===== config.mk =====
export PLATFORM = sky130hd
export DESIGN_NAME = rds_group_decoder_top
export DESIGN_NICKNAME = d
export VERILOG_FILES = /design/src/hdl/rdsg_pkg.sv /design/src/hdl/rds_group_decoder_top.sv /design/src/hdl/rdsg_text_store.sv
export SDC_FILE = /design/constraint.sdc
export NUM_CORES = 1
export LEC_CHECK = 0
export BUFFER_PORTS_ARGS = -buffer_cell sky130_fd_sc_hd__buf_2
export CAP_MARGIN = 10
export CORE_MARGIN = 2
export CORE_UTILIZATION = 35
export CTS_BUF_LIST = sky130_fd_sc_hd__clkbuf_4 sky130_fd_sc_hd__clkbuf_8 sky130_fd_sc_hd__clkbuf_16
export DETAILED_ROUTE_END_ITERATION = 8
export PLACE_DENSITY = 0.62
export SYNTH_ARGS = -nofsm -noshare
export SYNTH_HDL_FRONTEND = slang
export SYNTH_SLANG_ARGS = --single-unit

===== constraint.sdc =====
create_clock -name clk -period 8.6 [get_ports clk]
set_input_delay 1.29 -clock clk [delete_from_list [all_inputs] [get_ports clk]]
set_output_delay 1.29 -clock clk [all_outputs]
set_load 0.01 [all_outputs]

===== src/hdl/rdsg_pkg.sv =====
// shared constants and types for the rds group decoder
package rdsg_pkg;

  localparam int TEXT_CHARS = 64;
  localparam int TEXT_AW    = $clog2(TEXT_CHARS);
  localparam int NAME_CHARS = 8;
  localparam int NAME_AW    = $clog2(NAME_CHARS);
  localparam int MAX_FREQS  = 25;
  localparam int LEN_W      = $clog2(TEXT_CHARS + 1);

  localparam logic [1:0] KIND_STATUS = 2'd0;
  localparam logic [1:0] KIND_TEXT   = 2'd1;
  localparam logic [1:0] KIND_NAME   = 2'd2;
  localparam logic [1:0] KIND_FREQ   = 2'd3;

  localparam logic [3:0] GTYPE_BASIC = 4'd0;
  localparam logic [3:0] GTYPE_TEXT  = 4'd2;

  localparam logic [7:0]  AF_COUNT_BASE  = 8'd224;
  localparam logic [7:0]  AF_COUNT_END   = 8'(224 + MAX_FREQS + 1);
  localparam logic [7:0]  AF_ENTRY_LIMIT = 8'd205;
  localparam logic [10:0] FREQ_BASE      = 11'd875;
  localparam logic [7:0]  CHAR_CR        = 8'h0D;
  localparam logic [7:0]  CHAR_SPACE     = 8'h20;
  localparam logic [1:0]  FLAG_INVALID   = 2'b10;

  typedef struct packed {
    logic               clr;
    logic               wr_en;
    logic [TEXT_AW-1:0] wr_addr;
    logic [7:0]         wr_data;
  } txt_ctl_t;

endpackage


===== src/hdl/rds_group_decoder_top.sv =====
// rds group decoder top level: sequencer, group decode, name and af state, output register
// a text group: 4 store writes, a scan of up to 64 chars, then 64 text items at one per
// cycle unless stalled, or 1 status item on a zero char; a name/af group is decoded, then
// up to 10 items; others 1 item; no new group is accepted until the last item is loaded
// reset: synchronous on rst_n low; empties both stores, marks the text a/b flag invalid and
// zeroes text length, pi code and af count and index; no clearing pass is needed
module rds_group_decoder_top (
  input  logic        clk,
  input  logic        rst_n,
  input  logic        in_valid,
  output logic        in_stall,
  input  logic        in_command,
  input  logic [15:0] in_block_a,
  input  logic [15:0] in_block_b,
  input  logic [15:0] in_block_c,
  input  logic [15:0] in_block_d,
  output logic        out_valid,
  input  logic        out_stall,
  output logic [1:0]  out_kind,
  output logic [5:0]  out_index,
  output logic [10:0] out_value,
  output logic [6:0]  out_text_length,
  output logic [15:0] out_pi_code,
  output logic [4:0]  out_af_count,
  output logic        out_last
);

  localparam int AW = rdsg_pkg::TEXT_AW;
  localparam int NW = rdsg_pkg::NAME_AW;
  localparam int LW = rdsg_pkg::LEN_W;

  typedef enum logic [8:0] {
    ST_IDLE   = 9'b000000001,
    ST_WRITE  = 9'b000000010,
    ST_SCAN   = 9'b000000100,
    ST_TEXT   = 9'b000001000,
    ST_GRP0   = 9'b000010000,
    ST_AF0    = 9'b000100000,
    ST_AF1    = 9'b001000000,
    ST_NAME   = 9'b010000000,
    ST_STATUS = 9'b100000000
  } state_t;

  typedef struct packed {
    logic        req;
    logic [1:0]  kind;
    logic [5:0]  index;
    logic [10:0] value;
    logic        last;
  } emit_t;

  state_t          state_r, state_nxt;
  logic [AW-1:0]   cnt_r, cnt_nxt;
  logic [LW-1:0]   len_r, len_nxt;
  logic [LW-1:0]   pub_len_r, pub_len_nxt;
  logic [15:0]     pi_r, pi_nxt;
  logic [1:0]      ab_flag_r, ab_flag_nxt;
  logic [4:0]      freq_total_r, freq_total_nxt;
  logic [4:0]      freq_next_r, freq_next_nxt;
  logic [7:0]      name_r [rdsg_pkg::NAME_CHARS];
  logic [7:0]      name_nxt [rdsg_pkg::NAME_CHARS];

  logic [15:0]     blk_c_r, blk_d_r;
  logic [3:0]      seg_r;
  logic            ver_b_r;
  logic            e1_r, full_r;
  logic [4:0]      af_idx0_r, af_idx1_r;
  logic            grp0_load;

  logic            out_valid_r;
  logic [1:0]      out_kind_r;
  logic [5:0]      out_index_r;
  logic [10:0]     out_value_r;
  logic [6:0]      out_text_length_r;
  logic [15:0]     out_pi_code_r;
  logic [4:0]      out_af_count_r;
  logic            out_last_r;

  rdsg_pkg::txt_ctl_t txt_ctl;
  logic [7:0]      txt_char;
  emit_t           emit;
  logic            in_acc;
  logic            slot_free;
  logic            load;
  logic [LW-1:0]   scan_len;

  // af and name decode for group 0
  logic [7:0]      af0, af1, cnt_code0, cnt_code1;
  logic            is_cnt0, is_cnt1;
  logic [4:0]      total_a, next_a, next_b, next_c;
  logic            e0, e1, name_full;

  rdsg_text_store u_text (
    .clk     (clk),
    .rst_n   (rst_n),
    .ctl     (txt_ctl),
    .rd_addr (cnt_nxt),
    .rd_char (txt_char)
  );

  assign in_acc    = in_valid && !in_stall;
  assign in_stall  = (state_r != ST_IDLE);
  assign slot_free = !out_valid_r || !out_stall;
  assign load      = emit.req && slot_free;

  always_comb begin
    af0       = blk_c_r[15:8];
    af1       = blk_c_r[7:0];
    cnt_code0 = af0 - rdsg_pkg::AF_COUNT_BASE;
    cnt_code1 = af1 - rdsg_pkg::AF_COUNT_BASE;
    is_cnt0   = (af0 > rdsg_pkg::AF_COUNT_BASE) && (af0 < rdsg_pkg::AF_COUNT_END);
    is_cnt1   = (af1 > rdsg_pkg::AF_COUNT_BASE) && (af1 < rdsg_pkg::AF_COUNT_END);
    if (ver_b_r) begin
      total_a = freq_total_r;
      next_a  = freq_next_r;
    end else if (is_cnt1) begin
      total_a = cnt_code1[4:0];
      next_a  = 5'd0;
    end else if (is_cnt0) begin
      total_a = cnt_code0[4:0];
      next_a  = 5'd0;
    end else begin
      total_a = freq_total_r;
      next_a  = freq_next_r;
    end
    e0 = !ver_b_r && (af0 != 8'd0) && (af0 < rdsg_pkg::AF_ENTRY_LIMIT) && (next_a < total_a);
    next_b = next_a + {4'd0, e0};
    e1 = !ver_b_r && (af1 != 8'd0) && (af1 < rdsg_pkg::AF_ENTRY_LIMIT) && (next_b < total_a);
    next_c = next_b + {4'd0, e1};
    name_full = 1'b1;
    for (int i = 0; i < rdsg_pkg::NAME_CHARS; i++) begin
      if (name_r[i] == 8'd0) begin
        name_full = 1'b0;
      end
    end
  end

  assign scan_len = (txt_char != rdsg_pkg::CHAR_SPACE) ? (LW'(cnt_r) + LW'(1)) : len_r;

  always_comb begin
    state_nxt      = state_r;
    cnt_nxt        = cnt_r;
    len_nxt        = len_r;
    pub_len_nxt    = pub_len_r;
    pi_nxt         = pi_r;
    ab_flag_nxt    = ab_flag_r;
    freq_total_nxt = freq_total_r;
    freq_next_nxt  = freq_next_r;
    name_nxt       = name_r;
    grp0_load      = 1'b0;
    txt_ctl        = '0;
    emit           = '0;
    unique case (state_r)
      ST_IDLE: begin
        if (in_acc) begin
          if (in_command) begin
            txt_ctl.clr    = 1'b1;
            pub_len_nxt    = '0;
            pi_nxt         = 16'd0;
            ab_flag_nxt    = rdsg_pkg::FLAG_INVALID;
            freq_total_nxt = 5'd0;
            freq_next_nxt  = 5'd0;
            for (int i = 0; i < rdsg_pkg::NAME_CHARS; i++) begin
              name_nxt[i] = 8'd0;
            end
            state_nxt = ST_STATUS;
          end else begin
            pi_nxt = in_block_a;
            if (in_block_b[15:12] == rdsg_pkg::GTYPE_TEXT && !in_block_b[11]) begin
              // a/b flag change starts a new text
              if ({1'b0, in_block_b[4]} != ab_flag_r) begin
                ab_flag_nxt = {1'b0, in_block_b[4]};
                txt_ctl.clr = 1'b1;
              end
              cnt_nxt   = '0;
              len_nxt   = '0;
              state_nxt = ST_WRITE;
            end else if (in_block_b[15:12] == rdsg_pkg::GTYPE_BASIC) begin
              name_nxt[{in_block_b[1:0], 1'b0}] = in_block_d[15:8];
              name_nxt[{in_block_b[1:0], 1'b1}] = in_block_d[7:0];
              state_nxt = ST_GRP0;
            end else begin
              state_nxt = ST_STATUS;
            end
          end
        end
      end
      ST_WRITE: begin
        txt_ctl.wr_en   = 1'b1;
        txt_ctl.wr_addr = {seg_r, cnt_r[1:0]};
        unique case (cnt_r[1:0])
          2'd0:    txt_ctl.wr_data = blk_c_r[15:8];
          2'd1:    txt_ctl.wr_data = blk_c_r[7:0];
          2'd2:    txt_ctl.wr_data = blk_d_r[15:8];
          default: txt_ctl.wr_data = blk_d_r[7:0];
        endcase
        if (cnt_r[1:0] == 2'd3) begin
          cnt_nxt   = '0;
          state_nxt = ST_SCAN;
        end else begin
          cnt_nxt = cnt_r + AW'(1);
        end
      end
      ST_SCAN: begin
        // read data holds char cnt_r; the read of cnt_nxt is in flight
        priority if (txt_char == rdsg_pkg::CHAR_CR) begin
          pub_len_nxt = LW'(cnt_r);
          cnt_nxt     = '0;
          state_nxt   = ST_TEXT;
        end else if (txt_char == 8'd0) begin
          state_nxt = ST_STATUS;
        end else begin
          len_nxt = scan_len;
          if (cnt_r == AW'(rdsg_pkg::TEXT_CHARS - 1)) begin
            pub_len_nxt = scan_len;
            cnt_nxt     = '0;
            state_nxt   = ST_TEXT;
          end else begin
            cnt_nxt = cnt_r + AW'(1);
          end
        end
      end
      ST_TEXT: begin
        emit.req   = 1'b1;
        emit.kind  = rdsg_pkg::KIND_TEXT;
        emit.index = 6'(cnt_r);
        emit.value = (LW'(cnt_r) < pub_len_r) ? {3'd0, txt_char} : 11'd0;
        emit.last  = (cnt_r == AW'(rdsg_pkg::TEXT_CHARS - 1));
        if (slot_free) begin
          if (emit.last) begin
            state_nxt = ST_IDLE;
          end else begin
            cnt_nxt = cnt_r + AW'(1);
          end
        end
      end
      ST_GRP0: begin
        grp0_load      = 1'b1;
        freq_total_nxt = total_a;
        freq_next_nxt  = next_c;
        cnt_nxt        = '0;
        priority if (e0) begin
          state_nxt = ST_AF0;
        end else if (e1) begin
          state_nxt = ST_AF1;
        end else if (name_full) begin
          state_nxt = ST_NAME;
        end else begin
          state_nxt = ST_STATUS;
        end
      end
      ST_AF0: begin
        emit.req   = 1'b1;
        emit.kind  = rdsg_pkg::KIND_FREQ;
        emit.index = {1'b0, af_idx0_r};
        emit.value = rdsg_pkg::FREQ_BASE + {3'd0, blk_c_r[15:8]};
        emit.last  = !e1_r && !full_r;
        if (slot_free) begin
          priority if (e1_r) begin
            state_nxt = ST_AF1;
          end else if (full_r) begin
            state_nxt = ST_NAME;
          end else begin
            state_nxt = ST_IDLE;
          end
        end
      end
      ST_AF1: begin
        emit.req   = 1'b1;
        emit.kind  = rdsg_pkg::KIND_FREQ;
        emit.index = {1'b0, af_idx1_r};
        emit.value = rdsg_pkg::FREQ_BASE + {3'd0, blk_c_r[7:0]};
        emit.last  = !full_r;
        if (slot_free) begin
          state_nxt = full_r ? ST_NAME : ST_IDLE;
        end
      end
      ST_NAME: begin
        emit.req   = 1'b1;
        emit.kind  = rdsg_pkg::KIND_NAME;
        emit.index = 6'(cnt_r[NW-1:0]);
        emit.value = {3'd0, name_r[cnt_r[NW-1:0]]};
        emit.last  = (cnt_r[NW-1:0] == NW'(rdsg_pkg::NAME_CHARS - 1));
        if (slot_free) begin
          if (emit.last) begin
            state_nxt = ST_IDLE;
          end else begin
            cnt_nxt = cnt_r + AW'(1);
          end
        end
      end
      ST_STATUS: begin
        emit.req  = 1'b1;
        emit.kind = rdsg_pkg::KIND_STATUS;
        emit.last = 1'b1;
        if (slot_free) begin
          state_nxt = ST_IDLE;
        end
      end
      default: begin
        state_nxt = ST_IDLE;
      end
    endcase
  end

  always_ff @(posedge clk) begin
    if (!rst_n) begin
      state_r      <= ST_IDLE;
      cnt_r        <= '0;
      pub_len_r    <= '0;
      pi_r         <= 16'd0;
      ab_flag_r    <= rdsg_pkg::FLAG_INVALID;
      freq_total_r <= 5'd0;
      freq_next_r  <= 5'd0;
      out_valid_r  <= 1'b0;
      for (int i = 0; i < rdsg_pkg::NAME_CHARS; i++) begin
        name_r[i] <= 8'd0;
      end
    end else begin
      state_r      <= state_nxt;
      cnt_r        <= cnt_nxt;
      pub_len_r    <= pub_len_nxt;
      pi_r         <= pi_nxt;
      ab_flag_r    <= ab_flag_nxt;
      freq_total_r <= freq_total_nxt;
      freq_next_r  <= freq_next_nxt;
      name_r       <= name_nxt;
      if (load) begin
        out_valid_r <= 1'b1;
      end else if (!out_stall) begin
        out_valid_r <= 1'b0;
      end
    end
  end

  always_ff @(posedge clk) begin
    len_r <= len_nxt;
    if (in_acc) begin
      blk_c_r <= in_block_c;
      blk_d_r <= in_block_d;
      seg_r   <= in_block_b[3:0];
      ver_b_r <= in_block_b[11];
    end
    if (grp0_load) begin
      e1_r      <= e1;
      full_r    <= name_full;
      af_idx0_r <= next_a;
      af_idx1_r <= next_b;
    end
    if (load) begin
      out_kind_r        <= emit.kind;
      out_index_r       <= emit.index;
      out_value_r       <= emit.value;
      out_last_r        <= emit.last;
      out_text_length_r <= pub_len_r;
      out_pi_code_r     <= pi_r;
      out_af_count_r    <= freq_total_r;
    end
  end

  assign out_valid       = out_valid_r;
  assign out_kind        = out_kind_r;
  assign out_index       = out_index_r;
  assign out_value       = out_value_r;
  assign out_text_length = out_text_length_r;
  assign out_pi_code     = out_pi_code_r;
  assign out_af_count    = out_af_count_r;
  assign out_last        = out_last_r;

`ifndef SYNTHESIS
  a_busy_after_accept: assert property (@(posedge clk) disable iff (!rst_n)
    in_acc |=> in_stall)
    else $error("decoder took a second item without stalling");

  a_af_index_bound: assert property (@(posedge clk) disable iff (!rst_n)
    freq_next_r <= freq_total_r)
    else $error("af index ran past the announced count");

  a_text_len_bound: assert property (@(posedge clk) disable iff (!rst_n)
    pub_len_r <= LW'(rdsg_pkg::TEXT_CHARS))
    else $error("published text length out of range");

  a_text_tail_zero: assert property (@(posedge clk) disable iff (!rst_n)
    (out_valid && out_kind == rdsg_pkg::KIND_TEXT
     && {1'b0, out_index} >= out_text_length) |-> (out_value == 11'd0))
    else $error("text char past the published length is not zero");
`endif

endmodule


===== src/hdl/rdsg_text_store.sv =====
// radio text store: 64 byte memory with per-entry valid bits and registered read
module rdsg_text_store (
  input  logic                        clk,
  input  logic                        rst_n,
  input  rdsg_pkg::txt_ctl_t          ctl,
  input  logic [rdsg_pkg::TEXT_AW-1:0] rd_addr,
  output logic [7:0]                  rd_char
);

  logic [7:0]                    mem [rdsg_pkg::TEXT_CHARS];
  logic [rdsg_pkg::TEXT_CHARS-1:0] vld_r;
  logic [7:0]                    rd_data_r;
  logic                          rd_vld_r;

  always_ff @(posedge clk) begin
    if (ctl.wr_en) begin
      mem[ctl.wr_addr] <= ctl.wr_data;
    end
    rd_data_r <= mem[rd_addr];
  end

  // entries never written since the last clear read as zero
  always_ff @(posedge clk) begin
    if (!rst_n) begin
      vld_r    <= '0;
      rd_vld_r <= 1'b0;
    end else begin
      rd_vld_r <= vld_r[rd_addr];
      if (ctl.clr) begin
        vld_r <= '0;
      end else if (ctl.wr_en) begin
        vld_r[ctl.wr_addr] <= 1'b1;
      end
    end
  end

  assign rd_char = rd_vld_r ? rd_data_r : 8'd0;

endmodule

* Yosys cells after proc, flatten, opt, wreduce, memory -nomap -nowiden *
Memories as Yosys holds them, arrays and structs flattened. A register that Yosys moved wholly into a read port is not among the register bits.
Cells that the tools add are included.
W data, S select, Z words.

word-level totals
  register bits after elaboration = 284
  memory bits (writable) = 512
  bits of input ports = 69
  output and inout port bits = 50
  word-level logic and storage cells = 254
  memories kept = 1

memories
  memory      words  width  rd ports  clocked after memory_dff  wr ports  RTL line               source
  u_text.mem  64     8      1         1                         1         rdsg_text_store.sv:10  logic [7:0] mem [rdsg_pkg::TEXT_CHARS];

operators by class
  $add $sub $neg = 8
  order comparisons = 17
  equal/unequal tests = 38
  muxes and demuxes = 101
  bitwise operators = 5
  reductions and logical operators = 50

operators with widths
  kind                     number
  $mux W64                 3
  $mux W9                  18
  $bwmux W64               2
  $pmux W9 S9              1
  $mux W7                  11
  $logic_not A8 Y1         9
  $pmux W17 S4             1
  $mux W6                  11
  $mux W8                  8
  $or A64 B64 Y64          1
  $demux W8 S3             2
  $mux W5                  8
  $pmux W6 S6              1
  $lt A8 B8 Y1 const B     4
  $ne A2 B2 Y1 const B     15
  $pmux W7 S2              2
  $bmux W8 S3              1
  $pmux W8 S3              1
  $add A10 B8 Y11 const A  2
  $mux W1                  20
  $pmux W5 S2              2
  $gt A8 B8 Y1 const B     2
  $mux W16                 1
  $reduce_bool A8 Y1       2
  52 further kinds         91

* Depth between registers and ports, before layout *
  word-level depth = 13
  gate-level depth with buffers = 24
  depth with buffers taken out = 23

* By module *
From an unflattened synthesis, not the netlist that was laid out.

unflattened totals
  cell total of the unflattened synthesis = 2243
  area, all modules = 32885.3 µm²

modules (own cells, without submodules)
  module                 times used  cells each  area an instance (µm²)  sequential area each (µm²)
  rdsg_text_store        1           1134        22381.5                 16836.1
  rds_group_decoder_top  1           1109        10503.8                 5425.2

* Worst setup path before layout *
No wires, ideal clock.

  kind = register to register
  start point = reg blk_c_r[1]
  end point = reg freq_next_r[4]
  library setup time = 0.070 ns
  arrival time = 5.310 ns
  data required time = 8.530 ns
  setup slack = 3.220 ns
  stages on the path, launching flop included = 23
  buffers on the path = 1
  period minus slack after synthesis = 5.380 ns
  cells stage by stage = edfxtp_1 -> o211a_1 -> a211o_1 -> a21oi_1 -> clkbuf_1 -> nor2b_1 -> ha_1 -> or4_1 -> a21oi_1 -> ha_1 -> ha_1 -> ha_1 -> o21ai_0 -> nand2b_1 -> maj3_1 -> maj3_1 -> a211oi_2 -> ha_1 -> ha_1 -> nand3_1 -> xnor2_1 -> nand2_1 -> a21oi_1

on the way
  cells in the longest elaborated chain, start to end = 11
  elaborated cells between the ends (all ways) = 19
  those cells by class = add/sub (3); order compare (5); mux (5); reduce/logical (6)

ends and longest elaborated chain
  what                                          RTL line                      source
  start: declaration                            rds_group_decoder_top.sv:63   logic [15:0] blk_c_r, blk_d_r;
  start signal: assignment                      rds_group_decoder_top.sv:339  blk_c_r <= in_block_c;
  $gt A8 B8 Y1 or $lt A8 B8 Y1 (tied branches)  rds_group_decoder_top.sv:112  is_cnt1 = (af1 > rdsg_pkg::AF_COUNT_BASE) && (af1 < rdsg_pkg::AF_COUNT_END);
  $logic_and A1 B1 Y1 *                         rds_group_decoder_top.sv:112
  $mux W5 *                                     rds_group_decoder_top.sv:116  end else if (is_cnt1) begin
  $mux W5 *                                     rds_group_decoder_top.sv:113  if (ver_b_r) begin
  via next_a[4]                                 rds_group_decoder_top.sv:90   logic [4:0] total_a, next_a, next_b, next_c;
  $lt A5 B5 Y1 *                                rds_group_decoder_top.sv:126  e0 = !ver_b_r && (af0 != 8'd0) && (af0 < rdsg_pkg::AF_ENTRY_LIMIT) && (next_a < total_a);
  $logic_and A1 B1 Y1 *                         rds_group_decoder_top.sv:126
  $add A5 B1 Y5 *                               rds_group_decoder_top.sv:127  next_b = next_a + {4'd0, e0};
  via next_b[1]                                 rds_group_decoder_top.sv:90
  $lt A5 B5 Y1 *                                rds_group_decoder_top.sv:128  e1 = !ver_b_r && (af1 != 8'd0) && (af1 < rdsg_pkg::AF_ENTRY_LIMIT) && (next_b < total_a);
  $logic_and A1 B1 Y1 *                         rds_group_decoder_top.sv:128
  via e1                                        rds_group_decoder_top.sv:91   logic e0, e1, name_full;
  $add A5 B1 Y5 *                               rds_group_decoder_top.sv:129  next_c = next_b + {4'd0, e1};
  $pmux W5 S2 *                                 rds_group_decoder_top.sv:153  unique case (state_r)
  end signal: assignment                        rds_group_decoder_top.sv:326  freq_next_r <= freq_next_nxt;
  end: declaration                              rds_group_decoder_top.sv:59   logic [4:0] freq_next_r, freq_next_nxt;

Mark *: on every way through the listed nets, which the timed path passes. The rest lies on a longest branch.
A chain may end at the register's enable or synchronous reset.

* Worst setup path after layout *
  start point = reg blk_c_r[11]
  end point = reg freq_next_r[4]

on the way
  cells in the longest elaborated chain, start to end = 12
  elaborated cells between the ends (all ways) = 21
  those cells by class = add/sub (3); order compare (5); mux (7); reduce/logical (6)

ends and longest elaborated chain
  what                                          RTL line                      source
  $gt A8 B8 Y1 or $lt A8 B8 Y1 (tied branches)  rds_group_decoder_top.sv:111  is_cnt0 = (af0 > rdsg_pkg::AF_COUNT_BASE) && (af0 < rdsg_pkg::AF_COUNT_END);
  $logic_and A1 B1 Y1                           rds_group_decoder_top.sv:111
  $mux W5                                       rds_group_decoder_top.sv:119  end else if (is_cnt0) begin
  $mux W5                                       rds_group_decoder_top.sv:116
  $mux W5                                       rds_group_decoder_top.sv:113
  $lt A5 B5 Y1                                  rds_group_decoder_top.sv:126
  $logic_and A1 B1 Y1                           rds_group_decoder_top.sv:126
  $add A5 B1 Y5 *                               rds_group_decoder_top.sv:127
  via next_b[1]                                 rds_group_decoder_top.sv:90
  $lt A5 B5 Y1 *                                rds_group_decoder_top.sv:128
  $logic_and A1 B1 Y1 *                         rds_group_decoder_top.sv:128
  via e1                                        rds_group_decoder_top.sv:91
  $add A5 B1 Y5 *                               rds_group_decoder_top.sv:129
  $pmux W5 S2 *                                 rds_group_decoder_top.sv:153

Marks and branches as above.

==> results.json <==
{
  "ys_types": 87,
  "cp_max_fo": 15,
  "netlist_area_um2": 33500,
  "syn-num-nets": 2685,
  "yosys-top-cells-area": "edfxtp_1 (55%), dfxtp_1 (11%), nand2_1 (3.6%)",
  "crit_arrival_ns": 6.67,
  "dr.pass1.iters": 8,
  "grt_pass1_vias": 21200,
  "drv_slew": 0,
  "dr.first_iter.drc_count": 2507,
  "netlist.area_leader.share_pct": 55.2,
  "start_util_pct": 35.3,
  "post_cts_buffers": 0,
  "maxCapViolCount": 0,
  "grt_overflow": 0,
  "vias": 22200,
  "crit_chain": "or3_1, o311ai_1, a21oi_1, buf_4, o22ai_1, ha_1, a21oi_1, o22ai_1, a21oi_1, ha_1, ha_1, ha_1, o21ai_0, nand2b_1, maj3_1, maj3_1, a211oi_2, ha_1, ha_1, nand3_1, xnor2_1, nand2_1, a21oi_1",
  "rows": 113,
  "ys_ff_latch": 804,
  "cp_slowest_cell": "edfxtp_1",
  "final_cell_mix": "edfxtp_1 (616), nand2_1 (317), nor2_1 (215), dfxtp_1 (187), buf_2 (112)",
  "reg2reg_slack_ns": 2.46,
  "worstMarginPinSlew_ns": 1.19,
  "io_buffers": 112,
  "skew_ns": 0.0351,
  "fin_crit_sh_pct": 71.4,
  "ys_seq_area_share_pct": 66.5,
  "reg2reg_depth": 23,
  "layout.nets": 2755,
  "relSlewSlack_pct": 20.2,
  "fin_crit_ns": 6.14,
  "startpoint_type": "flop",
  "die_x_um": 313,
  "cts_buffer_depth": 3,
  "drcViolationCount": 0,
  "setup_viol": 0,
  "ir_drop_mv": 0.147,
  "finalPower_uw": 8360,
  "hpwl_mm": 55.1,
  "p_leak_uw": 0.0126,
  "cts_resized": 0,
  "drtAntennaViolNets": 0,
  "synth-edff-count": 616,
  "gp_congestion": 0.869,
  "cts_buffers": 84,
  "synthCells": 2594,
  "cts_hold_buf": 0,
  "io_pins": 119,
  "cts.clk_slew.worst_paths_ns": 0.07,
  "clock_sinks": 804,
  "grt_pass1_wl_mm": 134,
  "p_per_area_nw_per_um2": 218,
  "grt_use_total_pct": 17.8,
  "drive_above_1_share_pct": 14.3,
  "critPathMaxStageDelay_ns": 0.52,
  "clock.fmax_ghz": 0.163,
  "syn2layout_area_growth_pct": 14.3,
  "routed_via_density": 5.55,
  "die_h_um": 313,
  "yosysWarnings": 0,
  "hold_viol": 0,
  "worstSetupPathType": "flop to flop",
  "fin_setup_tns_ns": 0,
  "synth_area_per_cell_um2": 12.9,
  "post_drt_wl_per_cell_um": 22.4,
  "outcome": "finished, final reports clean",
  "grt_antenna_before_repair": 2,
  "ctsRootBufferMaster": "clkbuf_16",
  "critPathRequiredTime_ns": 9.14,
  "cts_tree": "built",
  "die_area_um2": 98200,
  "core_area_um2": 94900,
  "hold_path.class": "flop to flop",
  "final_common_cell": "edfxtp_1",
  "grt_max_degree": 139,
  "end_kind": "flop",
  "routed_wl_mm": 89.6,
  "htreeDepth": 3,
  "cpMostUsedCell": "ha_1",
  "synth_top_flop_cell": "edfxtp_1",
  "hold_depth": 0,
  "clk_latency_ns": 0.65,
  "synth-async-reset-ratio_pct": 0,
  "synth_top_cell_by_area": "edfxtp_1",
  "rsz0062_at_grt": "false"
}
## stage by stage
| stage | std cells | setup WS (ns) | area [um^2] | util (%) | hold WS (ns) |
|---|---|---|---|---|---|
| after floorplan | 2594 | 3.22 | 33500 | - | 0.408 |
| after detailed placement | 3841 | 2.62 | 35400 | 37.3 | 0.414 |
| final | 4002 | 2.46 | 38300 | 40.4 | 0.429 |
| after global routing | 3999 | 2.04 | 38300 | 40.3 | 0.441 |
| after CTS | 3997 | 2.56 | 38300 | 40.3 | 0.428 |
| after global placement | 3841 | 2.61 | 35400 | 37.3 | 0.411 |
## per-layer routing
layer	part of all wire, %	wire length (um)	vias to the layer above	GRT usage (%)
met3	7.7	6920	142	3.17
met2	47	42000	887	28.8
met5	0.012	11	-	0
li1	-	-	10100	-
met1	43	38600	11000	24.8
met4	2.3	2100	2	4.86
## power by group
group          total (uW)  switching, uW  internal [uW]  leakage, uW
registers            4260           53.9           4210      0.00666
clock network        3710           1490           2220      0.00144
logic                 391            267            124      0.00453
total                8360           1810           6550       0.0126
## cells in the mapped netlist, types with 18 or more instances
cell / count
buf_2: 38
a211oi_1: 89
o21a_1: 66
and3_1: 94
mux2i_1: 45
nand3b_1: 19
mux4_2: 45
clkbuf_1: 110
dfxtp_1: 188
a21oi_1: 70
a311oi_1: 26
ha_1: 22
o21ai_0: 43
a22oi_1: 79
nand3_1: 85
edfxtp_1: 616
a32oi_1: 21
nor4_1: 18
a31oi_1: 53
nor2_1: 223
inv_1: 31
nand2_1: 318
## cells by family (layout without fill, tap and decap cells)
group,after synthesis,in the layout,synth area share (%)
mux,91,91,4.41
xor+xnor,21,21,0.549
fa+ha+maj,24,24,0.882
flops,804,804,66.5
compound gates,594,594,13.2
other cells,0,3,0
buf+inv,205,345,2.60
simple gates,855,855,11.9
## worst paths after layout
| check | from | end |
|---|---|---|
| setup / recovery | blk_c_r[11] | freq_next_r[4] |
| hold reg to reg | pi_r[14] | out_pi_code[14] |
| hold / removal | pi_r[14] | out_pi_code[14] |
| setup reg to reg | blk_c_r[11] | freq_next_r[4] |
## worst max-delay path: cells and delay by family, from the launching register on
kind            cells  cell delay, ns
compound gates      9            2.17
xor+xnor            1            0.15
fa+ha+maj           8            2.30
buf+inv             1            0.20
flops               1            0.52
simple gates        4            0.68
## layout make-up
| type | instances | area, um^2 |
|---|---|---|
| Fill cell | 8725 | 56600 |
| Sequential cell | 804 | 22300 |
| Multi-Input combinational cell | 1585 | 10500 |
| Clock buffer | 120 | 2470 |
| Tap cell | 1265 | 1580 |
| Timing Repair Buffer | 156 | 953 |
| Clock inverter | 36 | 392 |
| Inverter | 33 | 125 |
| Antenna cell | 3 | 7.51 |
## flip-flops by register name (all words and copies together), names as in the netlist, 8 cells and up
signal / cells
pi_r: 16
blk_d_r: 16
u_text.vld_r: 64
name_r: 64
out_pi_code: 16
u_text.mem: 512
u_text.rd_data_r: 8
out_value: 11
blk_c_r: 16
state_r: 9
Note: power is estimated with default switching activity, not from simulation.
